[src/design/crp_pkg.sv]
// Shared constants and controller/datapath handshake types for the Catmull-Rom interpolator.
`timescale 1ns / 1ps
`default_nettype none

package crp_pkg;

    // Default coordinate width (signed Q8.8)
    localparam int COORD_WIDTH_DEF = 16;

    // Step count register
    localparam int STEPS_W = 7;
    localparam logic [STEPS_W-1:0] STEPS_RESET = 7'd50;
    localparam int MAX_STEPS = 64;

    // Fraction bits of the curve parameter u (Q0.16)
    localparam int FRAC_W = 16;
    // Quotient of 2^FRAC_W / steps needs one more bit (steps may be 1)
    localparam int DIV_W = FRAC_W + 1;

    // Window geometry
    localparam int AXES = 3;
    localparam int HELD = 3;
    localparam int SLOT_W = 2;

    // Controller -> datapath commands
    typedef struct packed {
        logic              store_key;
        logic [SLOT_W-1:0] store_slot;
        logic              load_seg;
        logic              issue;
        logic              issue_last;
    } crp_cmd_t;

    // Datapath -> controller status
    typedef struct packed {
        logic               div_busy;
        logic               pipe_empty;
        logic               advance;
        logic [STEPS_W-1:0] steps;
    } crp_status_t;

endpackage

`default_nettype wire

[src/design/crp_ctrl.sv]
// Sequencer: window fill count, divider wait, point issue and pipeline drain.
`timescale 1ns / 1ps
`default_nettype none

module crp_ctrl
    import crp_pkg::*;
(
    input  wire logic        clk,
    input  wire logic        rst_n,
    input  wire logic        key_valid,
    input  wire logic        key_start,
    output logic             key_ready,
    input  wire crp_status_t status,
    output crp_cmd_t         cmd
);

    typedef enum logic [3:0] {
        ST_IDLE   = 4'b0001,
        ST_DIVIDE = 4'b0010,
        ST_RUN    = 4'b0100,
        ST_DRAIN  = 4'b1000
    } state_t;

    state_t              state_reg;
    state_t              state_next;
    logic [SLOT_W-1:0]   held_reg;
    logic [SLOT_W-1:0]   held_next;
    logic [SLOT_W-1:0]   held_eff;
    logic [STEPS_W-1:0]  step_reg;
    logic [STEPS_W-1:0]  step_next;

    // Next state and commands
    always_comb
    begin
        state_next = state_reg;
        held_next  = held_reg;
        step_next  = step_reg;
        cmd        = '0;
        key_ready  = 1'b0;
        held_eff   = key_start ? '0 : held_reg;
        case (state_reg)
            ST_IDLE:
            begin
                key_ready = 1'b1;
                step_next = '0;
                if (key_valid)
                begin
                    if (held_eff != SLOT_W'(HELD))
                    begin
                        // window still filling: store only
                        cmd.store_key  = 1'b1;
                        cmd.store_slot = held_eff;
                        held_next      = held_eff + SLOT_W'(1);
                    end
                    else
                    begin
                        // full window: latch segment, start 2^16/steps divide
                        cmd.load_seg = 1'b1;
                        held_next    = held_eff;
                        state_next   = ST_DIVIDE;
                    end
                end
            end
            ST_DIVIDE:
            begin
                if (!status.div_busy)
                begin
                    state_next = ST_RUN;
                end
            end
            ST_RUN:
            begin
                if (status.advance)
                begin
                    cmd.issue = 1'b1;
                    if (step_reg == status.steps - STEPS_W'(1))
                    begin
                        cmd.issue_last = 1'b1;
                        state_next     = ST_DRAIN;
                    end
                    else
                    begin
                        step_next = step_reg + STEPS_W'(1);
                    end
                end
            end
            ST_DRAIN:
            begin
                // coefficients stay in use until the products stage empties
                if (status.pipe_empty)
                begin
                    state_next = ST_IDLE;
                end
            end
            default:
            begin
                state_next = ST_IDLE;
            end
        endcase
    end

    // State registers
    always_ff @(posedge clk or negedge rst_n)
    begin
        if (!rst_n)
        begin
            state_reg <= ST_IDLE;
            held_reg  <= '0;
            step_reg  <= '0;
        end
        else
        begin
            state_reg <= state_next;
            held_reg  <= held_next;
            step_reg  <= step_next;
        end
    end

endmodule

`default_nettype wire

[config.mk]
export PLATFORM = sky130hd
export DESIGN_NAME = crp_ctrl
export DESIGN_NICKNAME = d
export VERILOG_FILES = /design/src/design/crp_pkg.sv /design/src/design/crp_ctrl.sv
export SDC_FILE = /design/constraint.sdc
export NUM_CORES = 1
export LEC_CHECK = 0
export ABC_AREA = 1
export BUFFER_PORTS_ARGS = -buffer_cell sky130_fd_sc_hd__buf_2
export CORE_ASPECT_RATIO = 0.9
export CORE_UTILIZATION = 53
export DETAILED_ROUTE_END_ITERATION = 6
export GPL_ROUTABILITY_DRIVEN = 0
export MAX_ROUTING_LAYER = met4
export PLACE_DENSITY = 0.77
export SYNTH_ARGS = -nofsm -noshare
export SYNTH_HDL_FRONTEND = slang
export SYNTH_SLANG_ARGS = --single-unit
[constraint.sdc]
create_clock -name clk -period 2 [get_ports clk]
set_input_delay 0.1 -clock clk [delete_from_list [all_inputs] [get_ports clk]]
set_output_delay 0.1 -clock clk [all_outputs]
set_load 0.005 [all_outputs]
==> flow_summary.yaml, run 1 <==
floorplan:
  die_w_um: 49.50
  start_util: 0.5621
  coreArea_um2: 1914
  die_y_um: 44.75
  dieArea_um2: 2215
  io_pins: 21
  core.rowCount: 15
synth:
  netlist_area_um2: 1076
  syn_nets: 182
  synth_seq_cells: 13
  synth_top_area_cell: "dfrtp_1"
  synth_top_area_share: 0.2791
  ys_seq_area_frac: 0.3035
  postSynthCellCount: 166
  ys_warn_count: 0
  syn_area_per_cell_um2: 6.482
  yosysUniqueCellTypes: 28
  yosys-top-cells-area: "dfrtp_1, nand2_1, nand3_1"
global_route:
  grt_pass1_vias: 949
  grt_max_degree: 14
  track_usage: 0.2349
  antenna_found_initial: 0
  grt_pass1_wl_um: 3808
  gr-total-overflow: 0
critical_path:
  r2r_start: "state_reg[1]"
  r2r_setup_slack_ns: 0.44
  setup.worst_path.start: "state_reg[0]"
  path_class: "register to primary output"
  endpoint_kind: "primary output"
  worst_ep_arrival_time_ns: 1.75
  worst_setup_path_start_kind: "register"
  timing.rr.end: "step_reg[3]"
  critPathRequiredTime_ns: 1.90
  reg2reg_depth: 9
  cp_max_fo: 7
  critical_path.endpoint: "cmd[3]"
cts:
  clock_latency_ns: 0.28
  cts_resized: 0
  cts_tree: "yes"
  cts_buffers: 3
  cts_hold_buf: 1
  post_cts_buffers: 0
  clock_path_buffers: 2
  htreeDepth: 1
  clock_sinks: 13
  cts_root_buf: "clkbuf_4"
  clk_pin_slew_ns: 0.07
cells_and_area:
  final_common_cell: "nand2_1"
  fin_area_um2: 1244
  antennaDiodeCount: 0
  final_cell_mix: "nand2_1, nor2_1, nand3_1, buf_2, inv_1"
  syn2layout_area_growth_pct: 15.58
  drive_gt1_frac: 0.2408
  largest_reg_flops: 7
  nets: 208
  final_cells: 216
drt:
  num_vias: 1082
  viasPerCell: 5.009
  drt_first_pass_iters: 4
  post_drt_wl_per_cell_um: 10.71
  wirelength_um: 2313
  antenna_left: 0
  first_iter_violations: 25
  drc: 0
timing:
  fmax_mhz: 540.7
  setup_tns_ns: 0
  setup_viol: 0
  period_minus_slack_ns: 1.849
  worstMarginPinSlew_ns: 0.3251
  slew_violations: 0
  timing.final.hold_violations: 0
  fin_worst_skew_ns: 0.005766
  finalCritPeriodShare: 0.9247
  grt_setup_unrepaired: "no"
  maxSlewHeadroom: 0.7826
status:
  status: "finished clean"
place:
  dp_cells: 211
  port_buffers: 20
  place_area_um2: 1207
  dpl.hpwl_um: 1800
hold_path:
  hold_class: "primary input to register"
power:
  p_leak_nw: 0.6991
  p_per_area_nw_per_um2: 860.8
  ir_drop_mv: 0.7489
job:
  cap_violations: 0
-- where the power goes --
part / switching (mW) / total (mW) / internal, mW
Sequential: 0.0483 / 0.373 / 0.324
Combinational: 0.346 / 0.531 / 0.185
Clock: 0.0891 / 0.167 / 0.0776
Total: 0.483 / 1.07 / 0.587
-- kinds of logic (layout without fill, tap and decap cells) --
| family | count (synthesis) | count (layout) | share of synthesized area |
|---|---|---|---|
| XOR/XNOR | 5 | 5 | 0.04071 |
| buffers and inverters | 23 | 48 | 0.08256 |
| AND/OR/NAND/NOR | 115 | 115 | 0.4977 |
| flip-flops | 13 | 13 | 0.3035 |
| AO/OA/AOI/OAI | 8 | 8 | 0.05232 |
| adder cells (fa/ha/maj) | 2 | 2 | 0.02325 |
-- stage by stage --
stage | total power, mW | worst slack, ns | hold slack (ns) | utilization
after global routing | 1.150 | 0.02708 | 0.07796 | 0.6497
after floorplan | 0.7819 | 0.5376 | -0.1956 | -
final | 1.071 | 0.1506 | 0.06282 | 0.6497
after CTS | 1.074 | 0.1338 | 0.05841 | 0.6497
after detailed placement | 0.9053 | 0.3785 | 0.004312 | 0.6307
after global placement | 0.8946 | 0.4549 | 0.002955 | 0.6307
-- cell usage after synthesis (all sizes together) --
master,n
xor2,3
nand3,23
nor2,26
nor3,4
dfstp,1
dfrtp,12
nor3b,1
nand2,60
inv,23
a21oi,3
nor4,1
o21ai,3
o211ai,1
xnor2,2
o21bai,1
ha,2
-- worst min path at each step --
| stage | from | endpoint | depth (start not counted) |
|---|---|---|---|
| final | status[9] | state_reg[1] | 3 |
| after global routing | status[9] | state_reg[1] | 3 |
| after global placement | rst_n | step_reg[1] | 1 |
| after CTS | status[9] | state_reg[1] | 3 |
| after detailed placement | rst_n | state_reg[3] | 1 |
| after floorplan | rst_n | held_reg[0] | 0 |
-- critical path, cell delays in order, from the launching register on --
cell and delay [ns]:
dfstp_2 0.53, inv_1 0.07, nor3_4 0.32, nand2_2 0.14, nor3_2 0.15, inv_2 0.05, nor2_2 0.09, buf_2 0.12
-- layer usage --
metal  global-route usage  vias to the layer above  wire length (um)
met1               0.2700                      473              1042
met5                    -                        -                 0
met2               0.4274                       33              1127
met3              0.02020                        5                97
li1                     -                      571                 -
met4               0.1029                        0                46
-- cell type report --
| class | instances | area [um2] |
|---|---|---|
| clock buffers | 4 | 26.28 |
| flip-flops and latches | 13 | 326.6 |
| well taps | 25 | 31.28 |
| inverters | 23 | 88.84 |
| multi-input cells | 130 | 660.6 |
| fillers | 183 | 670.6 |
| repair buffers | 21 | 110.1 |
(Power assumes the default switching activity.)
==> run 2: changes to the inputs <==
ABC_AREA = default   (was 1)
CORE_MARGIN = 2   (was default)
PLACE_DENSITY = 0.78   (was 0.77)
==> run 2 against run 1 <==
Global-route usage fell by 0.57 points. Clock power shrank 2%. Power grew 6.7%. Sequential power is 6.4% higher. Register-to-register slack worse by 0.34 ns. Synthesized cell count is 33% lower. Critical path depth did not move. Via count is 13% lower. Critical endpoint is now cmd[0]. Flip-flop and latch count unchanged.
==> flow_summary.yaml, run 2 <==
hold_path:
  min_from: "key_start"
  hold_class: "primary input to register"
  hold_depth: 2
  hold_end: "held_reg[1]"
synth:
  ys_seq_area_frac: 0.3355
  syn_area_per_cell_um2: 8.770
  synth_edf_count: 0
  yosys-top-cells-area: "dfrtp_1, xor2_1, nand2_1"
  syn_nets: 127
  synth_top_area_share: 0.3085
  ys_warn_count: 0
  yosysUniqueCellTypes: 41
  synth.most_common_cell: "nand2_1"
  synth_common_cells: "nand2_1, dfrtp_1, nor2_1"
  netlist_area_um2: 973.4
  synth_seq_cells: 13
  async_reset_ff_frac: 1.000
  postSynthCellCount: 111
  synth_flop_cell: "dfrtp_1"
  synth_top_area_cell: "dfrtp_1"
drt:
  num_vias: 939
  wirelength_um: 2154
  viasPerCell: 5.524
  drc: 0
  post_drt_wl_per_cell_um: 12.67
  first_iter_violations: 43
  drt_first_pass_iters: 4
  antenna_left: 0
job:
  cap_violations: 0
floorplan:
  start_util: 0.5729
  io_pins: 21
  die_w_um: 49.18
  dieArea_um2: 2196
  coreArea_um2: 1699
  die_y_um: 44.66
  core.rowCount: 14
cells_and_area:
  final_cell_mix: "buf_2, buf_4, nand2_1, dfrtp_1, nor2_1"
  fill_cells: 124
  final_common_cell: "buf_2"
  nets: 163
  antennaDiodeCount: 0
  seq_area_um2: 329.1
  drive_gt1_frac: 0.3699
  final_cells: 170
  syn2layout_area_growth_pct: 30.08
  largest_reg_flops: 7
  multi_input_area_um2: 631.9
timing:
  period_minus_slack_ns: 1.961
  hold_ws_ns: 0.08964
  grt_setup_unrepaired: "yes"
  maxSlewHeadroom: 0.6803
  fin_worst_skew_ns: 0.001686
  worstMarginPinSlew_ns: 0.4720
  setup_viol: 0
  slew_violations: 0
  setup_tns_ns: 0
  finalCritPeriodShare: 0.9804
  timing.final.hold_violations: 0
  fmax_mhz: 510.0
power:
  seq_power_share: 0.348
  ir_drop_mv: 0.7412
  swShare: 0.3988
  internal_power_uw: 686.6
  p_per_area_nw_per_um2: 902.0
  switching_power_uw: 455.5
  p_leak_nw: 0.6070
  power_frac_comb: 0.509
  p_clk_frac: 0.143
cts:
  cts_tree: "yes"
  clock_latency_ns: 0.28
  htreeDepth: 1
  clock_sinks: 13
  cts_root_buf: "clkbuf_4"
  clock_path_buffers: 2
  clk_pin_slew_ns: 0.07
  cts_buffers: 3
critical_path:
  reg2reg_depth: 6
  timing.rr.end: "step_reg[6]"
  worst_setup_path_start_kind: "register"
  cp_max_fo: 5
  critPathRequiredTime_ns: 1.90
  r2r_setup_slack_ns: 0.10
  endpoint_kind: "primary output"
  path_class: "register to primary output"
  worst_ep_arrival_time_ns: 1.86
  r2r_start: "state_reg[0]"
global_route:
  grt_pass1_vias: 834
  grt_pass1_wl_um: 3753
  antenna_found_initial: 0
  gr-total-overflow: 0
  grt_max_degree: 14
  track_usage: 0.2292
status:
  status: "finished clean"
place:
  dp_cells: 155
  dpl.hpwl_um: 1497
  port_buffers: 20
==> run 2: cell count changes in the layout (fill, tap and decap cells not counted), moves of 5 or more <==
cell / delta
buf_4: +15
inv_1: -14
inv_2: -5
nand2_1: -43
nand3_1: -15
nor2_1: -13
==> run 2: through the flow <==
step             util  setup slack (ns)  power, mW  area, um2
5_1_grt        0.7452          -0.06914      1.236       1266
2_1_floorplan       -           0.05896     0.7429      973.4
3_5_place_dp   0.6480           0.08257     0.8565       1101
3_3_place_gp   0.6480           0.07811     0.8450       1101
6_report       0.7452           0.03916      1.142       1266
4_1_cts        0.7150           0.01182      1.092       1215
==> run 2: repair_timing <==
action | CTS | global route
hold endpoints to repair | 13 | 0
resized for setup | 5 | 8
buffers inserted | 8 | 2
pin swaps | 1 | 6
endpoints found under the setup margin | 3 | 7
hold buffers | 1 | 0
==> run 2: worst max-delay path by stage <==
stage                       from           end  cells after the start
global placement    state_reg[0]  state_reg[2]                      6
floorplan           state_reg[0]  state_reg[2]                      8
detailed placement  state_reg[0]  state_reg[2]                      6
global route         step_reg[4]        cmd[0]                      7
finish               step_reg[4]        cmd[0]                      7
CTS                 state_reg[0]        cmd[3]                      5
==> run 2: power groups by stage <==
stage | logic [mW] | registers, mW | clock network [mW]
after floorplan | 0.372 | 0.371 | 0
after global placement | 0.433 | 0.412 | 0
after detailed placement | 0.440 | 0.416 | 0
after CTS | 0.537 | 0.389 | 0.167
after global routing | 0.649 | 0.406 | 0.181
final | 0.582 | 0.397 | 0.163
==> run 2: kinds of logic after synthesis <==
logic type,count (synthesis),share of synthesized area
DFF,13,0.3355
adders and majority gates,2,0.02570
buffers and inverters,9,0.05783
AOI/OAI and AO/OA,19,0.1221
muxes,3,0.03085
xor gates and xnor gates,11,0.09897
and+or+nand+nor,54,0.3291
==> run 2: per-layer routing <==
layer,up-vias,part of all wire,global-route usage
met1,435,0.47,0.3030
met2,30,0.45,0.3622
met3,7,0.053,0.05068
met4,0,0.019,0.05143
li1,467,-,-
met5,-,0,-
==> run 2: cell type report <==
class / instances / area share
Sequential cell: 13 / 0.2599
Multi-Input combinational cell: 89 / 0.4990
Tap cell: 24 / 0.02372
Inverter: 4 / 0.01581
Clock buffer: 4 / 0.02075
Timing Repair Buffer: 36 / 0.1808
==> run 2: worst max-delay path: stages (launching register included) <==
cell and delay, ns:
dfrtp_2 0.45, xor2_2 0.17, a211oi_2 0.19, a21oi_1 0.07, nor4_2 0.32, buf_4 0.16, and2_4 0.14, buf_6 0.08
==> run 3: changes to the inputs <==
CELL_PAD_IN_SITES_DETAIL_PLACEMENT = 2   (was default)
CELL_PAD_IN_SITES_GLOBAL_PLACEMENT = 2   (was default)
CORE_UTILIZATION = 31   (was 53)
PLACE_DENSITY = default   (was 0.78)
PLACE_DENSITY_LB_ADDON = 0.1   (was default)
==> run 3 against run 2 <==
The flow now finishes with violations (negative setup slack). Clock power rose by 6%. Combinational power increased by 3.8%. Critical path depth unchanged. Sequential share of layout area fell by 0.58 points. Utilization decreased by 32 points. Hold slack got worse by 0.015 ns. Largest cell class unchanged.
==> flow_summary.yaml, run 3 (synthesis gave the netlist of run 2 again) <==
power:
  p_per_area_nw_per_um2: 918.7
  power_frac_comb: 0.508
  p_leak_nw: 0.6133
  switching_power_uw: 486.8
  swShare: 0.4092
  seq_power_share: 0.348
  internal_power_uw: 702.8
  ir_drop_mv: 0.3832
  p_clk_frac: 0.145
cells_and_area:
  syn2layout_area_growth_pct: 33.03
  largest_reg_flops: 7
  antennaDiodeCount: 0
  final_util: 0.4289
  nets: 163
  final_common_cell: "buf_2"
  fin_area_um2: 1295
  final_cell_mix: "buf_2, buf_4, nand2_1, dfrtp_1, nor2_1"
  drive_gt1_frac: 0.3973
  final_cells: 188
critical_path:
  cp_max_fo: 2
  critPathRequiredTime_ns: 1.90
  worst_ep_arrival_time_ns: 1.92
  path_class: "register to primary output"
  r2r_setup_slack_ns: 0.08
  endpoint_kind: "primary output"
  worst_setup_path_start_kind: "register"
drt:
  post_drt_wl_per_cell_um: 15.80
  num_vias: 942
  wirelength_um: 2971
  drt_first_pass_iters: 3
  viasPerCell: 5.011
  antenna_left: 0
  drc: 0
  first_iter_violations: 24
place:
  dp_cells: 174
  place_area_um2: 1131
  port_buffers: 20
  dpl.hpwl_um: 2132
  pre_cts_ws_ns: 0.03033
timing:
  setup_viol: 1
  timing.final.hold_violations: 0
  grt_setup_unrepaired: "yes"
  fmax_mhz: 494.6
  worstMarginPinSlew_ns: 0.5153
  fin_worst_skew_ns: 0.004005
  finalWorstSetupSlack_ns: -0.02176
  finalCritPeriodShare: 1.011
  period_minus_slack_ns: 2.022
  maxSlewHeadroom: 0.6510
  hold_ws_ns: 0.07490
  slew_violations: 0
cts:
  cts_root_buf: "clkbuf_4"
  cts_buffers: 3
  htreeDepth: 1
  clock_path_buffers: 2
  clk_pin_slew_ns: 0.09
  clock_latency_ns: 0.28
  clock_sinks: 13
  cts_tree: "yes"
status:
  status: "finished with violations"
  violations: "negative setup slack"
hold_path:
  hold_class: "primary input to register"
global_route:
  grt_max_degree: 14
  grt_pass1_vias: 1029
  antenna_found_initial: 0
  track_usage: 0.1794
  gr-total-overflow: 0
  grt_pass1_wl_um: 4947
floorplan:
  io_pins: 21
  coreArea_um2: 3019
  start_util: 0.3224
  dieArea_um2: 3605
  die_y_um: 57.16
  die_w_um: 63.07
  core.rowCount: 19
job:
  cap_violations: 0
-- run 3: cell types whose count changed in the layout (fill, tap and decap cells not counted), sizes merged --
cell    previous run  this run
clkinv             1         2
clkbuf             4         3
-- run 3: metrics by stage --
stage	power, mW	setup TNS (ns)
after floorplan	0.7429	0
after global placement	0.8684	0
after detailed placement	0.8924	0
after CTS	1.164	-0.008951
after global routing	1.295	-0.3491
final	1.190	-0.02176
-- run 3: routing by layer --
metal	global-route usage	part of all wire	up-vias
li1	-	-	462
met1	0.2059	0.41	465
met2	0.3283	0.56	13
met3	0.04339	0.026	2
met4	0.01905	0.0057	0
met5	-	0	-
-- run 3: power by group through the flow --
stage	clock (mW)	combinational (mW)	sequential (mW)
after detailed placement	0	0.456	0.436
after floorplan	0	0.372	0.371
final	0.172	0.604	0.413
after CTS	0.180	0.572	0.412
after global placement	0	0.437	0.431
after global routing	0.195	0.678	0.422
-- run 3: what timing repair did --
action	in CTS	in global routing
hold buffers	1	0
setup buffers	5	4
pin swaps	2	5
hold endpoints to repair	13	0
setup endpoints to repair	5	8
gates resized for setup	5	11
-- run 3: cell type report --
class,count,area (um2)
clock buffer,3,22.52
timing repair buffer,36,226.5
tap,42,52.55
clock inverter,1,5.005
multi-input combinational,89,639.4
sequential,13,329.1
inverter,4,20.02
fill,365,1724
-- run 3: final timing paths --
check                             startpoint            to  cells after the start
worst max-delay path             step_reg[4]        cmd[0]                      7
worst min register to register   step_reg[5]   step_reg[5]                      1
worst min-delay path               key_start   held_reg[1]                      2
min in group asynchronous              rst_n  state_reg[2]                      2
worst max register to register  state_reg[0]   step_reg[6]                      6
max in group asynchronous              rst_n  state_reg[0]                      2
-- run 3: worst max-delay path: stages, from the launching register on --
cell and delay, ns:
dfrtp_2 0.42, xor2_1 0.20, a211oi_2 0.22, a21oi_1 0.09, nor4_2 0.30, buf_4 0.17, and2_4 0.14, buf_2 0.10
